--- src/assert_macros.svh ---
// Assertion helpers shared by the RTL files
`ifndef ASSERT_MACROS_SVH
`define ASSERT_MACROS_SVH

// Check a property on every rising clock edge outside reset
`define ASSERT_CLK(label, clk, rst_n, prop, msg) \
    label: assert property (@(posedge clk) disable iff (!rst_n) prop) else $error(msg);

// Check that a condition on one edge implies another on the next edge
`define ASSERT_NEXT(label, clk, rst_n, cond, prop, msg) \
    label: assert property (@(posedge clk) disable iff (!rst_n) (cond) |=> (prop)) \
        else $error(msg);

`endif

--- src/hpic_pkg.sv ---
package hpic_pkg;

    localparam int TEMP_W   = 13;
    localparam int LIMIT_W  = 27;
    localparam int OFF_W    = 9;
    localparam int WIN_W    = 16;
    localparam int CFG_IDX_W = 3;
    localparam int NUM_PINS = 4;

    localparam int PIN_PRESSURE  = 0;
    localparam int PIN_HEAT      = 1;
    localparam int PIN_PUMP_LOW  = 2;
    localparam int PIN_PUMP_HIGH = 3;

    localparam logic [1:0] OP_TICK   = 2'd0;
    localparam logic [1:0] OP_TEMP   = 2'd1;
    localparam logic [1:0] OP_TARGET = 2'd2;

    localparam logic signed [TEMP_W-1:0] T_DEFAULT     = 13'sd1040;
    localparam logic signed [TEMP_W-1:0] T_ERROR       = 13'sd3200;
    localparam logic signed [TEMP_W-1:0] T_VALID_ABOVE = -13'sd1600;

    typedef enum logic [CFG_IDX_W-1:0] {
        REG_PUMP_IDLE_LIMIT = 3'd0,
        REG_PUMP_MIN_RUN    = 3'd1,
        REG_PRE_POST_RUN    = 3'd2,
        REG_HYSTERESIS      = 3'd3,
        REG_TARGET_UPPER    = 3'd4,
        REG_TARGET_LOWER    = 3'd5,
        REG_DEBOUNCE_WINDOW = 3'd6
    } cfg_index_t;

    typedef struct packed {
        logic [LIMIT_W-1:0] pump_idle_limit_ms;
        logic [LIMIT_W-1:0] pump_min_run_ms;
        logic [LIMIT_W-1:0] pre_post_run_ms;
        logic [OFF_W-1:0]   hysteresis_offset;
        logic [TEMP_W-1:0]  target_upper_limit;
        logic [TEMP_W-1:0]  target_lower_limit;
        logic [WIN_W-1:0]   debounce_window_ms;
    } cfg_t;

    typedef struct packed {
        logic [1:0]          op;
        logic [NUM_PINS-1:0] raw_pins;
        logic [TEMP_W-1:0]   temp_reading;
        logic [TEMP_W-1:0]   target_value;
    } in_item_t;

    // Packed from the top bit down, so heater_drive lands in bit 0
    typedef struct packed {
        logic [TEMP_W-1:0] active_target;
        logic [TEMP_W-1:0] measured_temp;
        logic              pump_high_seen;
        logic              pump_low_seen;
        logic              heat_seen;
        logic              pressure_ok;
        logic              pump_drive;
        logic              heater_drive;
    } result_t;

endpackage

--- src/heater_pump_interlock_controller_unit.sv ---
// Channel  | Direction | Signals                              | Carries
// s_axis   | in        | s_tvalid s_tready s_tdata s_tuser    | tick, temperature or target item
// m_axis   | out       | m_tvalid m_tready m_tdata            | relay and status result
// cfg      | in        | cfg_valid cfg_ready cfg_index cfg_data | register write
//
// Each item passes through the input register, then its result sits in the output
// register, which drives m_tvalid; one item per cycle is sustained while m_tready is high.
// Throughput is set by the single update of the controller state as an item leaves the
// input register. Reset (rst_n low, asynchronous) empties both registers and loads
// the default settings. A stalled output holds its result; the input register keeps
// taking items while the output register is free or being drained in the same cycle.
`include "assert_macros.svh"

module heater_pump_interlock_controller_unit #(
    parameter int TIME_BITS = 27,
    parameter int AGE_BITS  = 16
) (
    input  logic                           clk,
    input  logic                           rst_n,
    input  logic                           s_tvalid,
    output logic                           s_tready,
    // [0] pressure_pin, [1] heat_sense_pin, [2] pump_low_sense_pin,
    // [3] pump_high_sense_pin, [16:4] temp_reading, [29:17] target_value, [31:30] zero
    input  logic [31:0]                    s_tdata,
    // [1:0] op
    input  logic [1:0]                     s_tuser,
    output logic                           m_tvalid,
    input  logic                           m_tready,
    // [0] heater_drive, [1] pump_drive, [2] pressure_ok, [3] heat_seen,
    // [4] pump_low_seen, [5] pump_high_seen, [18:6] measured_temp, [31:19] active_target
    output logic [31:0]                    m_tdata,
    input  logic                           cfg_valid,
    output logic                           cfg_ready,
    input  logic [hpic_pkg::CFG_IDX_W-1:0] cfg_index,
    input  logic [hpic_pkg::LIMIT_W-1:0]   cfg_data
);
    import hpic_pkg::*;

    logic     in_valid_reg, in_valid_next;
    in_item_t in_item_reg, in_item_next;
    logic     out_valid_reg, out_valid_next;
    result_t  out_data_reg, out_data_next;

    logic                advance;
    logic                tick;
    cfg_t                cfg;
    result_t             result_next;
    logic [NUM_PINS-1:0] pins_seen;
    logic [NUM_PINS-1:0] pin_invert;

    assign advance  = in_valid_reg && (!out_valid_reg || m_tready);
    assign s_tready = !in_valid_reg || advance;
    assign tick     = advance && (in_item_reg.op == OP_TICK);
    assign m_tvalid = out_valid_reg;
    assign m_tdata  = out_data_reg;

    // the pressure switch pulls low when pressure is present
    assign pin_invert = NUM_PINS'(1) << PIN_PRESSURE;

    hpic_cfg_regs u_cfg (
        .clk       (clk),
        .rst_n     (rst_n),
        .cfg_valid (cfg_valid),
        .cfg_ready (cfg_ready),
        .cfg_index (cfg_index),
        .cfg_data  (cfg_data),
        .cfg       (cfg)
    );

    for (genvar i = 0; i < NUM_PINS; i++)
    begin : g_pin
        hpic_debounce #(
            .AGE_BITS (AGE_BITS)
        ) u_debounce (
            .clk           (clk),
            .rst_n         (rst_n),
            .tick          (tick),
            .raw           (in_item_reg.raw_pins[i]),
            .invert        (pin_invert[i]),
            .window        (cfg.debounce_window_ms),
            .accepted_next (pins_seen[i])
        );
    end

    hpic_core #(
        .TIME_BITS (TIME_BITS)
    ) u_core (
        .clk         (clk),
        .rst_n       (rst_n),
        .advance     (advance),
        .item        (in_item_reg),
        .cfg         (cfg),
        .pins_seen   (pins_seen),
        .result_next (result_next)
    );

    always_comb
    begin
        in_valid_next = in_valid_reg;
        in_item_next  = in_item_reg;
        if (s_tvalid && s_tready)
        begin
            in_valid_next             = 1'b1;
            in_item_next.op           = s_tuser;
            in_item_next.raw_pins     = s_tdata[3:0];
            in_item_next.temp_reading = s_tdata[16:4];
            in_item_next.target_value = s_tdata[29:17];
        end
        else if (advance)
        begin
            in_valid_next = 1'b0;
        end

        out_valid_next = out_valid_reg;
        out_data_next  = out_data_reg;
        if (advance)
        begin
            out_valid_next = 1'b1;
            out_data_next  = result_next;
        end
        else if (m_tready)
        begin
            out_valid_next = 1'b0;
        end
    end

    always_ff @(posedge clk or negedge rst_n)
    begin
        if (!rst_n)
        begin
            in_valid_reg  <= 1'b0;
            out_valid_reg <= 1'b0;
        end
        else
        begin
            in_valid_reg  <= in_valid_next;
            out_valid_reg <= out_valid_next;
        end
    end

    // payload needs no reset
    always_ff @(posedge clk)
    begin
        in_item_reg  <= in_item_next;
        out_data_reg <= out_data_next;
    end

    `ASSERT_CLK(a_stall_means_both_full, clk, rst_n,
        !s_tready |-> (in_valid_reg && out_valid_reg && !m_tready),
        "input stalled with room downstream")
    `ASSERT_NEXT(a_advance_gives_result, clk, rst_n, advance,
        out_valid_reg, "item left the input register without a result")

endmodule

--- src/hpic_cfg_regs.sv ---
module hpic_cfg_regs (
    input  logic                           clk,
    input  logic                           rst_n,
    input  logic                           cfg_valid,
    output logic                           cfg_ready,
    input  logic [hpic_pkg::CFG_IDX_W-1:0] cfg_index,
    input  logic [hpic_pkg::LIMIT_W-1:0]   cfg_data,
    output hpic_pkg::cfg_t                 cfg
);
    import hpic_pkg::*;

    cfg_t cfg_reg;
    cfg_t cfg_next;

    assign cfg_ready = 1'b1;
    assign cfg       = cfg_reg;

    always_comb
    begin
        cfg_next = cfg_reg;
        if (cfg_valid)
        begin
            case (cfg_index)
                REG_PUMP_IDLE_LIMIT: cfg_next.pump_idle_limit_ms = cfg_data;
                REG_PUMP_MIN_RUN:    cfg_next.pump_min_run_ms    = cfg_data;
                REG_PRE_POST_RUN:    cfg_next.pre_post_run_ms    = cfg_data;
                REG_HYSTERESIS:      cfg_next.hysteresis_offset  = cfg_data[OFF_W-1:0];
                REG_TARGET_UPPER:    cfg_next.target_upper_limit = cfg_data[TEMP_W-1:0];
                REG_TARGET_LOWER:    cfg_next.target_lower_limit = cfg_data[TEMP_W-1:0];
                REG_DEBOUNCE_WINDOW: cfg_next.debounce_window_ms = cfg_data[WIN_W-1:0];
                default:             cfg_next = cfg_reg;
            endcase
        end
    end

    always_ff @(posedge clk or negedge rst_n)
    begin
        if (!rst_n)
        begin
            cfg_reg.pump_idle_limit_ms <= 27'd3600000;
            cfg_reg.pump_min_run_ms    <= 27'd60000;
            cfg_reg.pre_post_run_ms    <= 27'd30000;
            cfg_reg.hysteresis_offset  <= 9'd16;
            cfg_reg.target_upper_limit <= 13'd1664;
            cfg_reg.target_lower_limit <= 13'd800;
            cfg_reg.debounce_window_ms <= 16'd500;
        end
        else
        begin
            cfg_reg <= cfg_next;
        end
    end

endmodule

--- src/hpic_debounce.sv ---
module hpic_debounce #(
    parameter int AGE_BITS = 16
) (
    input  logic                       clk,
    input  logic                       rst_n,
    input  logic                       tick,
    input  logic                       raw,
    input  logic                       invert,
    input  logic [hpic_pkg::WIN_W-1:0] window,
    output logic                       accepted_next
);
    import hpic_pkg::*;

    localparam int CMP_W = (AGE_BITS > WIN_W) ? AGE_BITS : WIN_W;

    logic                prev_reg;
    logic                prev_next;
    logic [AGE_BITS-1:0] age_reg;
    logic [AGE_BITS-1:0] age_next;
    logic                accepted_reg;

    always_comb
    begin
        prev_next     = prev_reg;
        age_next      = age_reg;
        accepted_next = accepted_reg;
        if (tick)
        begin
            if (raw != prev_reg)
            begin
                prev_next = raw;
                age_next  = '0;
            end
            else if (age_reg != {AGE_BITS{1'b1}})
            begin
                age_next = age_reg + 1'b1;
            end
            // follow the pin once it has been stable past the window
            if (CMP_W'(age_next) > CMP_W'(window))
            begin
                accepted_next = raw ^ invert;
            end
        end
    end

    always_ff @(posedge clk or negedge rst_n)
    begin
        if (!rst_n)
        begin
            prev_reg     <= 1'b0;
            age_reg      <= '0;
            accepted_reg <= 1'b0;
        end
        else
        begin
            prev_reg     <= prev_next;
            age_reg      <= age_next;
            accepted_reg <= accepted_next;
        end
    end

endmodule

--- src/hpic_core.sv ---
`include "assert_macros.svh"

module hpic_core #(
    parameter int TIME_BITS = 27
) (
    input  logic                          clk,
    input  logic                          rst_n,
    input  logic                          advance,
    input  hpic_pkg::in_item_t            item,
    input  hpic_pkg::cfg_t                cfg,
    input  logic [hpic_pkg::NUM_PINS-1:0] pins_seen,
    output hpic_pkg::result_t             result_next
);
    import hpic_pkg::*;

    localparam int CMP_W = (TIME_BITS > LIMIT_W) ? TIME_BITS : LIMIT_W;
    localparam logic [TIME_BITS-1:0] TIME_MAX = {TIME_BITS{1'b1}};

    logic [TIME_BITS-1:0] since_pressure_reg, since_pressure_next;
    logic [TIME_BITS-1:0] since_pump_start_reg, since_pump_start_next;
    logic [TIME_BITS-1:0] since_heat_off_reg, since_heat_off_next;
    logic                 heater_on_reg, heater_on_next;
    logic                 pump_on_reg, pump_on_next;
    logic                 start_request_reg, start_request_next;
    logic                 pressure_seen_reg;
    logic [TEMP_W-1:0]    current_temp_reg, current_temp_next;
    logic [TEMP_W-1:0]    target_temp_reg, target_temp_next;

    logic signed [TEMP_W:0] cur_ext;
    logic signed [TEMP_W:0] band_lo;
    logic signed [TEMP_W:0] band_hi;
    logic                   pressure;

    assign pressure = pins_seen[PIN_PRESSURE];
    assign cur_ext  = $signed({current_temp_reg[TEMP_W-1], current_temp_reg});
    assign band_lo  = $signed({target_temp_reg[TEMP_W-1], target_temp_reg})
                    - $signed({5'b0, cfg.hysteresis_offset});
    assign band_hi  = $signed({target_temp_reg[TEMP_W-1], target_temp_reg})
                    + $signed({5'b0, cfg.hysteresis_offset});

    always_comb
    begin
        since_pressure_next   = since_pressure_reg;
        since_pump_start_next = since_pump_start_reg;
        since_heat_off_next   = since_heat_off_reg;
        heater_on_next        = heater_on_reg;
        pump_on_next          = pump_on_reg;
        start_request_next    = start_request_reg;
        current_temp_next     = current_temp_reg;
        target_temp_next      = target_temp_reg;
        if (advance)
        begin
            case (item.op)
                OP_TICK:
                begin
                    // saturate rather than wrap
                    if (since_pressure_reg != TIME_MAX)
                        since_pressure_next = since_pressure_reg + 1'b1;
                    if (since_pump_start_reg != TIME_MAX)
                        since_pump_start_next = since_pump_start_reg + 1'b1;
                    if (since_heat_off_reg != TIME_MAX)
                        since_heat_off_next = since_heat_off_reg + 1'b1;
                    if (pressure)
                        since_pressure_next = '0;

                    if (CMP_W'(since_pressure_next) > CMP_W'(cfg.pump_idle_limit_ms)
                        || start_request_reg)
                    begin
                        pump_on_next          = 1'b1;
                        since_pump_start_next = '0;
                        start_request_next    = 1'b0;
                    end

                    if (pump_on_next && !heater_on_reg
                        && CMP_W'(since_pump_start_next) > CMP_W'(cfg.pump_min_run_ms)
                        && CMP_W'(since_heat_off_next) > CMP_W'(cfg.pre_post_run_ms))
                        pump_on_next = 1'b0;

                    if (pressure && cur_ext < band_lo
                        && CMP_W'(since_pump_start_next) > CMP_W'(cfg.pre_post_run_ms))
                        heater_on_next = 1'b1;

                    // drop the heater and restart the post-run timer on a falling edge
                    if (!pressure || cur_ext > band_hi)
                    begin
                        if (heater_on_next)
                            since_heat_off_next = '0;
                        heater_on_next = 1'b0;
                    end
                end
                OP_TEMP:
                begin
                    if ($signed(item.temp_reading) > T_VALID_ABOVE)
                        current_temp_next = item.temp_reading;
                    else
                        current_temp_next = T_ERROR;
                end
                OP_TARGET:
                begin
                    if ($signed(item.target_value) > $signed(cfg.target_upper_limit)
                        || $signed(item.target_value) < $signed(cfg.target_lower_limit))
                        target_temp_next = T_DEFAULT;
                    else
                        target_temp_next = item.target_value;
                    start_request_next = 1'b1;
                end
                default:
                begin
                    start_request_next = start_request_reg;
                end
            endcase
        end
    end

    always_comb
    begin
        result_next.heater_drive   = heater_on_next;
        result_next.pump_drive     = pump_on_next;
        result_next.pressure_ok    = pins_seen[PIN_PRESSURE];
        result_next.heat_seen      = pins_seen[PIN_HEAT];
        result_next.pump_low_seen  = pins_seen[PIN_PUMP_LOW];
        result_next.pump_high_seen = pins_seen[PIN_PUMP_HIGH];
        result_next.measured_temp  = current_temp_next;
        result_next.active_target  = target_temp_next;
    end

    always_ff @(posedge clk or negedge rst_n)
    begin
        if (!rst_n)
        begin
            since_pressure_reg   <= '0;
            since_pump_start_reg <= '0;
            since_heat_off_reg   <= '0;
            heater_on_reg        <= 1'b0;
            pump_on_reg          <= 1'b0;
            start_request_reg    <= 1'b0;
            pressure_seen_reg    <= 1'b0;
            current_temp_reg     <= T_ERROR;
            target_temp_reg      <= T_DEFAULT;
        end
        else
        begin
            since_pressure_reg   <= since_pressure_next;
            since_pump_start_reg <= since_pump_start_next;
            since_heat_off_reg   <= since_heat_off_next;
            heater_on_reg        <= heater_on_next;
            pump_on_reg          <= pump_on_next;
            start_request_reg    <= start_request_next;
            pressure_seen_reg    <= pressure;
            current_temp_reg     <= current_temp_next;
            target_temp_reg      <= target_temp_next;
        end
    end

    `ASSERT_CLK(a_heater_needs_pressure, clk, rst_n,
        heater_on_reg |-> pressure_seen_reg, "heater on without debounced pressure")
    `ASSERT_NEXT(a_tick_consumes_start, clk, rst_n, advance && item.op == OP_TICK,
        !start_request_reg, "start request survived a tick")
    `ASSERT_CLK(a_pump_start_clears_timer, clk, rst_n,
        $rose(pump_on_reg) |-> since_pump_start_reg == '0, "pump started without timer restart")

endmodule
--- config.mk ---
export PLATFORM = sky130hd
export DESIGN_NAME = heater_pump_interlock_controller_unit
export DESIGN_NICKNAME = d
export VERILOG_FILES = /design/src/hpic_pkg.sv /design/src/heater_pump_interlock_controller_unit.sv /design/src/hpic_cfg_regs.sv /design/src/hpic_debounce.sv /design/src/hpic_core.sv
export VERILOG_INCLUDE_DIRS = /design/src /design/src/src
export SDC_FILE = /design/constraint.sdc
export NUM_CORES = 1
export LEC_CHECK = 0
export CAP_MARGIN = 15
export CELL_PAD_IN_SITES_DETAIL_PLACEMENT = 1
export CELL_PAD_IN_SITES_GLOBAL_PLACEMENT = 2
export CORE_UTILIZATION = 45
export DETAILED_ROUTE_END_ITERATION = 7
export DONT_BUFFER_PORTS = 1
export PLACE_DENSITY_LB_ADDON = 0.1
export SYNTH_ARGS = -nofsm -noshare
export SYNTH_HDL_FRONTEND = slang
export SYNTH_SLANG_ARGS = --single-unit
--- constraint.sdc ---
create_clock -name clk -period 16 [get_ports clk]
set_input_delay 0.8 -clock clk [delete_from_list [all_inputs] [get_ports clk]]
set_output_delay 0.8 -clock clk [all_outputs]
set_load 0.05 [all_outputs]
==> results.cfg <==
[run_status]
outcome = completed

[clock_tree]
cts_buffer_depth = 3
cts_inserted_buffers = 46
tritoncts = yes
clk_pin_slew_worst_paths_ps = 60
clk_latency_ps = 580
cts.repair.resized = 0
h-tree-depth = 2
numClockSinks = 380
root_buffer = clkbuf_16

[sta]
final.setup_skew_ps = 12.9
period_needed_ps = 9690
timing.hold.ws_ps = 83.8
setup_viol = 0
setup_ws_ps = 6310
relSlewSlack = 0.226
finalHoldViolations = 0
worst_pin_slew_ps = 1160
rsz0062_at_grt = no
min_period_over_period = 0.606
drv_slew = 0
clock.fmax_ghz = 0.103
fin_setup_tns_ps = 0

[layout]
n_antenna_cell = 0
largest_register_ffs = 132
area_growth_pct = 9.58
stdcell_area_um2 = 26400
final_cells = 3299
final_util = 0.501
fin_nets = 2893
layout-drive-gt1-share = 0.0808

[global_route]
grt_pass1_vias = 20226
overflow = 0
grt_usage = 0.272
grt_pass1_wl_mm = 114
antenna_found_initial = 0
grt_max_degree = 274

[worst_setup_path]
cp-end-kind = flop
path_max_fanout = 45
critPathRequiredTime_ps = 16510
startpoint_type = flop
reg2regPathDepth = 34
reg2reg_slack_ps = 6310
endpoint = u_core.since_heat_off_reg[0]$_DFFE_PN0P_
crit_start = g_pin[0].u_debounce.age_reg[5]$_DFFE_PN0P_
r2r-start = g_pin[0].u_debounce.age_reg[5]$_DFFE_PN0P_
cp.arrival_ps = 10200
cpPeakStageDelay_ps = 720
reg2reg_to = u_core.since_heat_off_reg[0]$_DFFE_PN0P_
critical_path_class = reg -> reg
cpMaxStageDelayCell = or4_1

[placement]
numPortBuffers = 0
place.gp.congestion = 0.852
dpl_worst_slack_ps = 6340
dp.cells = 3210
dpl_cell_area_um2 = 24700
dpl.hpwl_mm = 52.4

[pwr]
power.density_nw_per_um2 = 122
ir_worst_vdd_mv = 0.0958
power.leakage_nw = 11.8
total_power_mw = 3.22

[floorplan]
ios = 104
dieArea_um2 = 54400
start_util = 0.457
die_h_um = 233
fp.coreArea_um2 = 52700
num_rows = 84
die-width_um = 233

[yosys]
async_reset_ff_frac = 0.832
netlist_area_um2 = 24100
ys_warn_count = 0
synth-edff-count = 64
synth_cell_types = 79
netlist_instances = 2602
syn_nets = 2922
ys.flop_type = dfrtp_1
yosysSeqAreaShare = 0.411
avgSynthCellArea_um2 = 9.25
synth-seq-cells = 380

[routing]
met1Wirelength_mm = 32.6
wirelength_mm = 72.9
topRoutingLayerUsed = met4
drt-initial-drc-count = 929
drc = 0
routedWlPerCell_um = 22.1
dr_wl_met2_mm = 35.0
vias = 19195
met3_length_mm = 3.08
vias_per_cell = 5.82
first_pass_iters = 5
ant_nets = 0

[job]
maxCapViolations = 0

[hold_path]
hp-class = in -> async
[cell usage in the layout (no fill, tap or decap), types with 7 or more instances in the layout]
| cell type | count |
|---|---|
| and3_1 | 40 |
| o211ai_1 | 9 |
| nor2_1 | 211 |
| a31oi_1 | 19 |
| xnor2_1 | 90 |
| o21ai_0 | 211 |
| clkbuf_16 | 47 |
| o31ai_1 | 37 |
| buf_4 | 18 |
| and4_1 | 19 |
| nand2_1 | 344 |
| inv_1 | 170 |
| a21oi_1 | 116 |
| and2_1 | 17 |
| nor2b_1 | 29 |
| nor3_1 | 30 |
| a211oi_1 | 16 |
| a21o_1 | 45 |
| nand4_1 | 63 |
| edfxtp_1 | 64 |
| nand2b_1 | 19 |
| nand3_1 | 66 |
| clkbuf_1 | 12 |
| o21a_1 | 23 |
| nor4_1 | 16 |
| xor2_1 | 60 |
| mux2_2 | 49 |
| ha_1 | 249 |
| dfrtp_1 | 273 |
| a22o_1 | 49 |
| nand3b_1 | 7 |
| mux2i_1 | 12 |
| dfstp_2 | 43 |
[worst min path at each step]
stage                                            start  slack, ps                                    end
after floorplan           u_core.pump_on_reg$_DFF_PN0_        460           u_core.pump_on_reg$_DFF_PN0_
final                                            rst_n         80  u_core.current_temp_reg[11]$_DFF_PN1_
after global placement    u_core.pump_on_reg$_DFF_PN0_        480           u_core.pump_on_reg$_DFF_PN0_
after detailed placement     u_cfg.cfg[20]$_DFFE_PN0P_        490              u_cfg.cfg[20]$_DFFE_PN0P_
after CTS                                        rst_n         40  u_core.current_temp_reg[11]$_DFF_PN1_
after global routing                             rst_n         50  u_core.current_temp_reg[11]$_DFF_PN1_
[Yosys cell counts, types with 37 or more instances]
cell / number / area share
nand2_1: 344 / 0.054
dfrtp_1: 273 / 0.28
ha_1: 249 / 0.13
nor2_1: 211 / 0.033
o21ai_0: 211 / 0.044
inv_1: 171 / 0.027
a21oi_1: 116 / 0.024
xnor2_1: 90 / 0.033
clkbuf_1: 82 / 0.013
nand3_1: 67 / 0.014
edfxtp_1: 64 / 0.080
nand4_1: 63 / 0.016
xor2_1: 60 / 0.022
a22o_1: 49 / 0.018
mux2_2: 49 / 0.023
a21o_1: 45 / 0.014
dfstp_2: 43 / 0.047
and3_1: 40 / 0.010
o31ai_1: 37 / 0.012
[cell type report]
type                            count  area, um2
Sequential cell                   380       9880
Timing Repair Buffer               21        201
Tap cell                          688        861
Multi-Input combinational cell   1952      13200
Clock inverter                     23        304
Fill cell                        6029      26300
Inverter                          172        646
Clock buffer                       63       1280
[routing by layer]
| metal | up-vias | GRT usage |
|---|---|---|
| met2 | 256 | 0.462 |
| met1 | 9679 | 0.348 |
| met3 | 101 | 0.0497 |
| li1 | 9159 | - |
| met5 | - | 0 |
| met4 | 0 | 0.0897 |
[critical path, delay by kind of cell (launching register included)]
kind,cells,cell delay [ps]
DFF,1,480
adders and majority gates,3,1000
and+or+nand+nor,17,4710
AOI/OAI and AO/OA,9,2040
buffers and inverters,3,740
muxes,1,410
xor gates and xnor gates,1,200
[power by group]
group	internal, mW	total [mW]	switching, mW
logic	0.331	0.840	0.509
registers	1.14	1.29	0.143
clock network	0.660	1.10	0.438
total	2.13	3.22	1.09
[kinds of logic (layout without fill, tap and decap cells)]
family | count (synthesis) | count (layout) | synth area share
other cells | 1 | 1 | 0.000156
simple gates | 899 | 899 | 0.177
fa+ha+maj | 251 | 251 | 0.131
buf+inv | 270 | 279 | 0.0430
compound gates | 589 | 589 | 0.155
mux | 62 | 62 | 0.0286
xor+xnor | 150 | 150 | 0.0546
flops | 380 | 380 | 0.411
[what timing repair did]
action                                  in CTS  in global routing
endpoints found under the setup margin       0                  0
setup buffers                                0                  0
hold buffers                                 1                  0
hold endpoints to repair                   273                  0
(Power assumes the default switching activity.)
